[src/rtl/efe_pkg.sv]
// Shared types, register indexes and slot positions for the escaped frame encoder.
`timescale 1ns / 1ps

package efe_pkg;

    localparam int EFE_QUEUE_DEPTH = 2;
    localparam int EFE_CFG_DATA_W  = 64;
    localparam int EFE_CFG_INDEX_W = 3;
    localparam int EFE_NUM_SLOTS   = 6;

    // Configuration register indexes
    localparam logic [EFE_CFG_INDEX_W-1:0] CFG_CHECKSUM_EN = 3'd0;
    localparam logic [EFE_CFG_INDEX_W-1:0] CFG_LENGTH_EN   = 3'd1;
    localparam logic [EFE_CFG_INDEX_W-1:0] CFG_TERM_CHAR   = 3'd2;
    localparam logic [EFE_CFG_INDEX_W-1:0] CFG_ESC_CHAR    = 3'd3;
    localparam logic [EFE_CFG_INDEX_W-1:0] CFG_ESC_MASK_0  = 3'd4;
    localparam logic [EFE_CFG_INDEX_W-1:0] CFG_ESC_MASK_1  = 3'd5;
    localparam logic [EFE_CFG_INDEX_W-1:0] CFG_ESC_MASK_2  = 3'd6;
    localparam logic [EFE_CFG_INDEX_W-1:0] CFG_ESC_MASK_3  = 3'd7;

    // Output byte slots of one item, in emission order
    localparam int SLOT_ESC_LEN  = 0;
    localparam int SLOT_LEN      = 1;
    localparam int SLOT_ESC_DATA = 2;
    localparam int SLOT_DATA     = 3;
    localparam int SLOT_CK       = 4;
    localparam int SLOT_TERM     = 5;

    typedef struct packed {
        logic        checksum_en;
        logic        length_en;
        logic [7:0]  term_char;
        logic [7:0]  esc_char;
        logic [63:0] esc_mask_0;
        logic [63:0] esc_mask_1;
        logic [63:0] esc_mask_2;
        logic [63:0] esc_mask_3;
    } t_cfg;

    typedef struct packed {
        logic [EFE_NUM_SLOTS-1:0] slots;
        logic [7:0]               data_byte;
        logic [7:0]               len_byte;
        logic [7:0]               ck_byte;
        logic                     last;
    } t_desc;

endpackage

[src/rtl/efe_front.sv]
// Front end: accepts input bytes, looks up escapes, keeps the running sum, builds descriptors.
`timescale 1ns / 1ps

module efe_front
    import efe_pkg::*;
(
    input  logic       i_clk,
    input  logic       i_rst_n,
    input  t_cfg       i_cfg,
    input  logic       i_in_valid,
    output logic       o_in_stall,
    input  logic [7:0] i_data_byte,
    input  logic       i_first_byte,
    input  logic       i_last_byte,
    input  logic       i_raw_mode,
    input  logic [7:0] i_frame_length,
    input  logic       i_full,
    output logic       o_push,
    output t_desc      o_desc
);

    logic [7:0]   r_sum;
    logic [7:0]   n_sum;
    logic [255:0] mask_all;
    logic         with_len;
    logic         esc_len;
    logic         esc_data;
    logic [7:0]   sum_base;
    logic [7:0]   sum_len;

    assign o_in_stall = i_full;
    assign o_push     = i_in_valid && !i_full;

    assign mask_all = {i_cfg.esc_mask_3, i_cfg.esc_mask_2, i_cfg.esc_mask_1, i_cfg.esc_mask_0};
    assign esc_len  = mask_all[i_frame_length];
    assign esc_data = mask_all[i_data_byte];
    assign with_len = i_first_byte && i_cfg.length_en;

    // A first mark restarts the sum before the length byte
    assign sum_base = i_first_byte ? 8'd0 : r_sum;
    assign sum_len  = sum_base + (with_len ? i_frame_length : 8'd0);
    assign n_sum    = sum_len + i_data_byte;

    always_comb begin
        o_desc           = '0;
        o_desc.data_byte = i_data_byte;
        o_desc.len_byte  = i_frame_length;
        o_desc.ck_byte   = 8'd0 - n_sum;
        o_desc.last      = i_last_byte;
        o_desc.slots[SLOT_DATA] = 1'b1;
        if (!i_raw_mode) begin
            o_desc.slots[SLOT_ESC_LEN]  = with_len && esc_len;
            o_desc.slots[SLOT_LEN]      = with_len;
            o_desc.slots[SLOT_ESC_DATA] = esc_data;
            o_desc.slots[SLOT_CK]       = i_last_byte && i_cfg.checksum_en;
            o_desc.slots[SLOT_TERM]     = i_last_byte && (i_cfg.term_char != 8'd0);
        end
    end

    always_ff @(posedge i_clk) begin
        if (!i_rst_n) begin
            r_sum <= 8'd0;
        end else if (o_push && !i_raw_mode) begin
            r_sum <= n_sum;
        end
    end

endmodule

[src/rtl/efe_queue.sv]
// Short descriptor queue between the front and back ends.
`timescale 1ns / 1ps

module efe_queue
    import efe_pkg::*;
#(
    parameter int DEPTH = EFE_QUEUE_DEPTH
) (
    input  logic  i_clk,
    input  logic  i_rst_n,
    input  logic  i_push,
    input  t_desc i_push_desc,
    input  logic  i_pop,
    output logic  o_full,
    output logic  o_head_valid,
    output t_desc o_head_desc
);

    localparam int PTR_W = (DEPTH > 1) ? $clog2(DEPTH) : 1;
    localparam int CNT_W = $clog2(DEPTH + 1);

    t_desc            r_mem [DEPTH];
    logic [PTR_W-1:0] r_wr_ptr;
    logic [PTR_W-1:0] r_rd_ptr;
    logic [CNT_W-1:0] r_count;
    logic [PTR_W-1:0] n_wr_ptr;
    logic [PTR_W-1:0] n_rd_ptr;

    assign o_full       = (r_count == CNT_W'(DEPTH));
    assign o_head_valid = (r_count != '0);
    assign o_head_desc  = r_mem[r_rd_ptr];

    assign n_wr_ptr = (r_wr_ptr == PTR_W'(DEPTH - 1)) ? '0 : r_wr_ptr + 1'b1;
    assign n_rd_ptr = (r_rd_ptr == PTR_W'(DEPTH - 1)) ? '0 : r_rd_ptr + 1'b1;

    always_ff @(posedge i_clk) begin
        if (i_push) begin
            r_mem[r_wr_ptr] <= i_push_desc;
        end
    end

    always_ff @(posedge i_clk) begin
        if (!i_rst_n) begin
            r_wr_ptr <= '0;
            r_rd_ptr <= '0;
            r_count  <= '0;
        end else begin
            if (i_push) begin
                r_wr_ptr <= n_wr_ptr;
            end
            if (i_pop) begin
                r_rd_ptr <= n_rd_ptr;
            end
            if (i_push && !i_pop) begin
                r_count <= r_count + 1'b1;
            end else if (i_pop && !i_push) begin
                r_count <= r_count - 1'b1;
            end
        end
    end

endmodule

[src/rtl/efe_back.sv]
// Back end: walks the slots of the head descriptor and emits one byte per cycle while the output is not stalled.
`timescale 1ns / 1ps

module efe_back
    import efe_pkg::*;
(
    input  logic       i_clk,
    input  logic       i_rst_n,
    input  t_cfg       i_cfg,
    input  logic       i_head_valid,
    input  t_desc      i_head_desc,
    output logic       o_pop,
    output logic       o_out_valid,
    input  logic       i_out_stall,
    output logic [7:0] o_out_byte,
    output logic       o_last_of_run,
    output logic       o_end_of_frame
);

    logic [EFE_NUM_SLOTS-1:0] r_sent;
    logic [EFE_NUM_SLOTS-1:0] n_sent;
    logic [EFE_NUM_SLOTS-1:0] remain;
    logic [EFE_NUM_SLOTS-1:0] pick;
    logic                     is_last;
    logic                     advance;
    logic [7:0]               sel_byte;
    logic                     r_out_valid;
    logic [7:0]               r_out_byte;
    logic                     r_last_of_run;
    logic                     r_end_of_frame;

    assign remain  = i_head_desc.slots & ~r_sent;
    assign pick    = remain & (~remain + 1'b1);
    assign is_last = ((remain & ~pick) == '0);
    assign advance = !r_out_valid || !i_out_stall;
    assign o_pop   = advance && i_head_valid && is_last;
    assign n_sent  = is_last ? '0 : (r_sent | pick);

    always_comb begin
        priority if (pick[SLOT_ESC_LEN] || pick[SLOT_ESC_DATA]) begin
            sel_byte = i_cfg.esc_char;
        end else if (pick[SLOT_LEN]) begin
            sel_byte = i_head_desc.len_byte;
        end else if (pick[SLOT_DATA]) begin
            sel_byte = i_head_desc.data_byte;
        end else if (pick[SLOT_CK]) begin
            sel_byte = i_head_desc.ck_byte;
        end else begin
            sel_byte = i_cfg.term_char;
        end
    end

    always_ff @(posedge i_clk) begin
        if (!i_rst_n) begin
            r_out_valid <= 1'b0;
            r_sent      <= '0;
        end else if (advance) begin
            r_out_valid <= i_head_valid;
            if (i_head_valid) begin
                r_sent <= n_sent;
            end
        end
    end

    always_ff @(posedge i_clk) begin
        if (advance && i_head_valid) begin
            r_out_byte     <= sel_byte;
            r_last_of_run  <= is_last;
            r_end_of_frame <= is_last && i_head_desc.last;
        end
    end

    assign o_out_valid    = r_out_valid;
    assign o_out_byte     = r_out_byte;
    assign o_last_of_run  = r_last_of_run;
    assign o_end_of_frame = r_end_of_frame;

    a_sent_within_head: assert property (@(posedge i_clk) disable iff (!i_rst_n)
        i_head_valid |-> ((r_sent & ~i_head_desc.slots) == '0))
        else $error("sent slots not part of head descriptor");

    a_sent_clear_when_empty: assert property (@(posedge i_clk) disable iff (!i_rst_n)
        !i_head_valid |-> (r_sent == '0))
        else $error("slot progress left over with empty queue");

    a_data_slot_present: assert property (@(posedge i_clk) disable iff (!i_rst_n)
        i_head_valid |-> i_head_desc.slots[SLOT_DATA])
        else $error("descriptor without data slot");

    a_eof_ends_run: assert property (@(posedge i_clk) disable iff (!i_rst_n)
        r_out_valid && r_end_of_frame |-> r_last_of_run)
        else $error("end of frame on a byte that does not end its run");

endmodule

[src/rtl/escaped_frame_encoder.sv]
// Top level of the escaped frame encoder: configuration registers and front/queue/back.
// An accepted item is written into the descriptor queue; its bytes then go out through the output register.
// The single output register gives one output byte per cycle while the output is not stalled;
//   an item makes 1 to 6 output bytes, and input is taken every cycle while the descriptor queue
//   has room, so a stream of escaped bytes is paced by the output.
// Reset (synchronous, active low) clears configuration, running sum, queue and output valid.
`timescale 1ns / 1ps

module escaped_frame_encoder
    import efe_pkg::*;
#(
    parameter int QUEUE_DEPTH = EFE_QUEUE_DEPTH
) (
    input  logic                       i_clk,
    input  logic                       i_rst_n,
    input  logic                       i_cfg_wr_en,
    input  logic [EFE_CFG_INDEX_W-1:0] i_cfg_index,
    input  logic [EFE_CFG_DATA_W-1:0]  i_cfg_data,
    input  logic                       i_in_valid,
    output logic                       o_in_stall,
    input  logic [7:0]                 i_data_byte,
    input  logic                       i_first_byte,
    input  logic                       i_last_byte,
    input  logic                       i_raw_mode,
    input  logic [7:0]                 i_frame_length,
    output logic                       o_out_valid,
    input  logic                       i_out_stall,
    output logic [7:0]                 o_out_byte,
    output logic                       o_last_of_run,
    output logic                       o_end_of_frame
);

    t_cfg  r_cfg;
    logic  full;
    logic  push;
    t_desc push_desc;
    logic  pop;
    logic  head_valid;
    t_desc head_desc;

    always_ff @(posedge i_clk) begin
        if (!i_rst_n) begin
            r_cfg <= '0;
        end else if (i_cfg_wr_en) begin
            unique case (i_cfg_index)
                CFG_CHECKSUM_EN: r_cfg.checksum_en <= i_cfg_data[0];
                CFG_LENGTH_EN:   r_cfg.length_en   <= i_cfg_data[0];
                CFG_TERM_CHAR:   r_cfg.term_char   <= i_cfg_data[7:0];
                CFG_ESC_CHAR:    r_cfg.esc_char    <= i_cfg_data[7:0];
                CFG_ESC_MASK_0:  r_cfg.esc_mask_0  <= i_cfg_data[63:0];
                CFG_ESC_MASK_1:  r_cfg.esc_mask_1  <= i_cfg_data[63:0];
                CFG_ESC_MASK_2:  r_cfg.esc_mask_2  <= i_cfg_data[63:0];
                CFG_ESC_MASK_3:  r_cfg.esc_mask_3  <= i_cfg_data[63:0];
            endcase
        end
    end

    efe_front u_front (
        .i_clk          (i_clk),
        .i_rst_n        (i_rst_n),
        .i_cfg          (r_cfg),
        .i_in_valid     (i_in_valid),
        .o_in_stall     (o_in_stall),
        .i_data_byte    (i_data_byte),
        .i_first_byte   (i_first_byte),
        .i_last_byte    (i_last_byte),
        .i_raw_mode     (i_raw_mode),
        .i_frame_length (i_frame_length),
        .i_full         (full),
        .o_push         (push),
        .o_desc         (push_desc)
    );

    efe_queue #(
        .DEPTH (QUEUE_DEPTH)
    ) u_queue (
        .i_clk        (i_clk),
        .i_rst_n      (i_rst_n),
        .i_push       (push),
        .i_push_desc  (push_desc),
        .i_pop        (pop),
        .o_full       (full),
        .o_head_valid (head_valid),
        .o_head_desc  (head_desc)
    );

    efe_back u_back (
        .i_clk          (i_clk),
        .i_rst_n        (i_rst_n),
        .i_cfg          (r_cfg),
        .i_head_valid   (head_valid),
        .i_head_desc    (head_desc),
        .o_pop          (pop),
        .o_out_valid    (o_out_valid),
        .i_out_stall    (i_out_stall),
        .o_out_byte     (o_out_byte),
        .o_last_of_run  (o_last_of_run),
        .o_end_of_frame (o_end_of_frame)
    );

endmodule

[config.mk]
export PLATFORM = sky130hd
export DESIGN_NAME = escaped_frame_encoder
export DESIGN_NICKNAME = d
export VERILOG_FILES = /design/src/rtl/efe_pkg.sv /design/src/rtl/efe_front.sv /design/src/rtl/efe_queue.sv /design/src/rtl/efe_back.sv /design/src/rtl/escaped_frame_encoder.sv
export SDC_FILE = /design/constraint.sdc
export NUM_CORES = 1
export LEC_CHECK = 0
export BUFFER_PORTS_ARGS = -buffer_cell sky130_fd_sc_hd__buf_2
export CORE_ASPECT_RATIO = 0.6
export CORE_MARGIN = 5
export CORE_UTILIZATION = 58
export CTS_BUF_LIST = sky130_fd_sc_hd__clkbuf_4 sky130_fd_sc_hd__clkbuf_8
export DETAILED_ROUTE_END_ITERATION = 12
export PLACE_DENSITY = 0.8
export SLEW_MARGIN = 5
export SYNTH_ARGS = -nofsm -noshare
export SYNTH_HDL_FRONTEND = slang
export SYNTH_HIERARCHICAL = 1
export SYNTH_SLANG_ARGS = --single-unit
[constraint.sdc]
create_clock -name i_clk -period 3.85 [get_ports i_clk]
set_clock_uncertainty 0.05 [all_clocks]
set_input_delay 0.5775 -clock i_clk [delete_from_list [all_inputs] [get_ports i_clk]]
set_output_delay 0.5775 -clock i_clk [all_outputs]
set_load 0.005 [all_outputs]
# [After elaboration in Yosys (flattened, before gate mapping)]
# Memories as Yosys holds them, arrays and structs flattened. A register that Yosys moved wholly into a read port is not among the register bits.
# Cells that the tools add are included.
[op_classes] add_sub_neg=8 magnitude_cmp=2 eq_ne=8 mux=21 n_bitwise=7 reduce_logical=33
[ops] op="$mux 8" count=6
[ops] op="$and 6x6->6" count=3
[ops] op="$lt 8x9->1 const B" count=2
[ops] op="$not 6->6" count=3
[ops] op="$reduce_and 2->1" count=9
[ops] op="$add 8x8->8" count=2
[ops] op="$bmux 1 s8" count=2
[ops] op="$eq 3x3->1 const B" count=4
[ops] op="$logic_and 1x1->1" count=11
[ops] op="$mux 1" count=8
[ops] op="$reduce_bool 8->1" count=1
[ops] op="$sub 1x8->8 const A" count=1
[ops] op="$add 6x1->6 const B" count=1
[ops] op="$eq 3x2->1 const B" count=2
[ops] op="$logic_not 1->1" count=6
[ops] op="$logic_not 6->1" count=1
[ops] op="$mux 2" count=3
[ops] op="$mux 6" count=1
[ops] op="$or 6x6->6" count=1
[ops] op="$reduce_bool 2->1" count=2
[ops] op="$eq 3x1->1 const B" count=1
[ops] op="$logic_not 3->1" count=1
[ops] op="$mux 3" count=1
[ops] op="$add 1x1->1 const B" count=2
[ops] op="other kinds (4)" count=5
[word_totals] register_bits=303 mem_bits_rw=60 inputBits=91 out_inout_bits=12 wordCells=97 n_memories=1
[memory_table] memory="u_queue.r_mem" words=2 word_bits=30 read_ports=1 rd_ports_with_merged_regs=1 write_ports=1 line="efe_queue.sv:22" source="t_desc r_mem [DEPTH];"

# [Longest topological paths before layout]
[depth] depth_word=12 depth_mapped=16 depth_no_buf=13

# [Modules after synthesis]
# The synthesis kept the hierarchy.
[modules_own_cells] module="escaped_frame_encoder" n_inst=1 cells_each=962 area_per_inst_um2=10030.9 seq_area_each_um2=5485.3
[modules_own_cells] module="efe_front" n_inst=1 cells_each=477 area_per_inst_um2=5262.5 seq_area_each_um2=160.2
[modules_own_cells] module="efe_queue" n_inst=1 cells_each=118 area_per_inst_um2=2447.3 seq_area_each_um2=1961.9
[modules_own_cells] module="efe_back" n_inst=1 cells_each=118 area_per_inst_um2=1068.5 seq_area_each_um2=440.4

# [Least setup slack after synthesis]
# Ideal clock, no wire load.
[synth_path] path_kind="input-to-reg" start="input port i_frame_length[1]" end="memory u_queue/r_mem[0][8] in the netlist's numbering (data pin)" setup_time_ps=276 arrival_ps=3369 required_time_ps=3524 slack_ps=155 path_stages=13 n_path_buf=3 cell_sequence="clkbuf_1 buf_2 buf_1 and3_1 fa_1 ha_1 a21o_1 a21oi_1 o21bai_1 a21oi_1 xnor2_1 nor4_1 xor2_1"
[synth_lines] item="from (decl)" line="escaped_frame_encoder.sv:25" source="input logic [7:0] i_frame_length,"
[synth_lines] item="to (decl)" line="efe_queue.sv:22"

==> flow_summary.ini <==
[min_path]
worstHoldPathCells = 1
hold_end = u_queue/r_mem[1][0]
hold_start = i_last_byte
hold_class = input pin to flop

[timing]
final_period_minus_worst_setup_slack_ps = 3350
rsz_0062_raised_after_global_routing = false
hold-worst-slack_ps = 138
setup_tns_ps = 0
timing.final.ws_setup_ps = 502
final-setup-viol-count = 0
worst_slew_margin_rel_pct = 24.3
worstMarginPinSlew_ps = 1130
final-max-slew-violation-count = 0
max_clock_freq_mhz = 299
final_hold_viol_count = 0
layout_worst_path_cycle_share_pct = 87.0

[drt]
number_of_remaining_drc_errors = 0
detail-route-antenna-nets = 0
first_pass_iters = 6
totalWireLength_mm = 54.2
drt_iter0_drc = 1880
route.detailed.vias_per_inst = 6.49
wl_per_cell_um = 24.7
route.vias.total = 14200

[synthesis]
ys_top_cells_by_count = 378 x sky130_fd_sc_hd__nand2_1, 306 x sky130_fd_sc_hd__mux2i_1, 294 x sky130_fd_sc_hd__dfxtp_1
cell_area_after_synthesis_mm2 = 0.0188
synth_cells = 1675
synth_cell_type_count = 71
synth_top_area_cell = sky130_fd_sc_hd__dfxtp_1
asyncSetResetFlopFracSynth_pct = 0
synth_enable_flop_cells = 72
part_of_the_yosys_area_used_for_sequential_elements_pct = 42.8
yosys_warnings = 6
synth_top_cells_by_area = sky130_fd_sc_hd__dfxtp_1 31%, sky130_fd_sc_hd__mux2i_1 16%, sky130_fd_sc_hd__mux4_2 15%
synth.net_count = 1782
synth_most_common_cell = sky130_fd_sc_hd__nand2_1
synth_top_area_share_pct = 31.3
synth_flop_cell = sky130_fd_sc_hd__dfxtp_1
synth_area_per_cell_um2 = 11.2
synth.ff_latch_count = 366

[clocking]
cts_tree = built
cts-root-buf = sky130_fd_sc_hd__clkbuf_8
htree_num_levels = 2
path_clk_slew_ps = 60
post_cts_resize_count = 0
clkSinkCount = 366
cts.path.max_buffers = 3
clk_latency_ps = 630
post_cts_buffers = 0
postCtsHoldBufs = 0
cts-buffers-inserted = 53

[global_route]
grt_start_max_net_pins = 108
antenna_found_initial = 1
grt_remaining_overflow = 0
track_usage_pct = 29.4
first_global_vias = 13900
grt_first_pass_wirelength_mm = 82.7

[critical_path]
r2r_slack_ps = 500
critPathRequiredTime_ps = 4340
r2r-end = u_queue/r_count[1]
crit_path_dat_ps = 3840
timing.reg2reg.worst_path_depth = 10
start_kind = flop
timing.critical_path.to_type = flop
timing.critical_path.fanout_max = 8
path_class = flop to flop

[floorplanning]
chipWidth_um = 242
dieHeight_um = 149
design.portCount = 103
floorplan.die_area_mm2 = 0.0362
floorplan.rows = 51
core_mm2 = 0.0322
floorplan.initialDensity_pct = 58.4

[power]
power_per_cell_area_mw_per_mm2 = 468
combinationalPowerShare_pct = 19.1
seq_power_share_pct = 45.4
intPower_mw = 6.83
report.power.total_mw = 9.62
switching_fraction_of_total_power_pct = 29.0
worst_ir_drop_on_vdd_uv = 272
net-switching-power_mw = 2.79
pwr-share-clk_pct = 35.6
power.static_leakage_nw = 8.71

[outcome]
result_of_the_run = finished clean

[cells_and_area]
antenna_cells = 0
post-route-util_pct = 63.7
syn_to_final_growth_pct = 9.21
final_nets = 1834
post_route_cells_drive_above_1_share_pct = 23.0
ff_latch_area_mm2 = 0.00805
area_used_by_multi_input_combinational_logic_mm2 = 0.00984
num-fill-cells = 2500

[place]
port_buffers = 102
place_ws_ps = 435
gp_congestion = 0.975
place.detailed.hpwl_mm = 37.4

[job]
cap_violations = 0
-- registers in the layout, summed over array words and instances (netlist names), named ones only --
name                   flops
u_back/o_end_of_frame      1
u_queue/r_wr_ptr           1
u_back/o_out_byte          8
u_back/o_out_valid         1
u_queue/r_mem             62
u_back/o_last_of_run       1
r_cfg                    274
u_front/r_sum              8
u_queue/r_rd_ptr           1
u_queue/r_count            2
u_back/r_sent              6
-- power by group through the flow --
stage / sequential, mW / clock [mW] / combinational (mW)
after floorplan: 4.40 / 0 / 1.25
after global placement: 4.42 / 0 / 1.76
after detailed placement: 4.44 / 0 / 1.79
after CTS: 4.36 / 3.45 / 1.80
after global routing: 4.38 / 3.65 / 1.95
final: 4.36 / 3.42 / 1.84
-- cell type report --
cell class	instances	area share, %
sequential	366	39.2
multi-input combinational	1152	47.9
tap	424	2.58
timing repair buffer	135	4.25
clock buffer	91	5.46
inverter	19	0.347
clock inverter	6	0.286
-- cell families after synthesis --
| kind of cell | synth area share (%) |
|---|---|
| muxes | 32.9 |
| xor gates and xnor gates | 0.745 |
| adders and majority gates | 1.38 |
| AOI/OAI and AO/OA | 5.18 |
| DFF | 42.8 |
| buffers and inverters | 4.94 |
| other | 0.0199 |
| and+or+nand+nor | 12.0 |
-- layer usage --
layer  GRT usage (%)  vias to the layer above  part of all wire (%)
li1                -                     6170                     -
met1            43.1                     7084                    42
met5               0                        -                     0
met4            7.55                        0                   2.3
met2            41.3                      853                    42
met3            11.0                      133                    14
-- how the worst max path moves through the flow --
stage                                to  slack, ps               from  cells after the start
global placement    u_queue/r_mem[0][8]        420       i_first_byte                     12
global route         u_queue/r_count[1]        430               flop                     10
detailed placement  u_queue/r_mem[0][8]        440       i_first_byte                     12
finish               u_queue/r_count[1]        500               flop                     10
CTS                  u_queue/r_count[1]        610               flop                     10
floorplan           u_queue/r_mem[0][8]        160  i_frame_length[1]                     13
-- cell usage in the layout, fill, tap and decap left out, drive strengths merged, types with 32 or more instances in the layout --
master	instances
a21oi	32
buf	135
clkbuf	91
dfxtp	294
edfxtp	72
mux2	34
mux2i	306
mux4	122
nand2	379
nor2	43
-- worst max-delay path, cell delays in order, from the launching register on --
cell                        delay (ps)
sky130_fd_sc_hd__dfxtp_1           700
sky130_fd_sc_hd__mux2_2            420
sky130_fd_sc_hd__nor2b_2           200
sky130_fd_sc_hd__a2111oi_4         390
sky130_fd_sc_hd__a31oi_2           110
sky130_fd_sc_hd__o21ai_2           280
sky130_fd_sc_hd__and2_1            250
sky130_fd_sc_hd__inv_1              70
sky130_fd_sc_hd__ha_1              310
sky130_fd_sc_hd__or3_1             350
sky130_fd_sc_hd__a21boi_1          140
-- per-stage QoR --
| stage | cell area (um2) | instances |
|---|---|---|
| after detailed placement | 19400 | 2096 |
| after global routing | 20500 | 2193 |
| final | 20500 | 2193 |
| after floorplan | 18800 | 1675 |
| after global placement | 19400 | 2096 |
| after CTS | 20500 | 2193 |
Power figures use the tool's default switching activity.
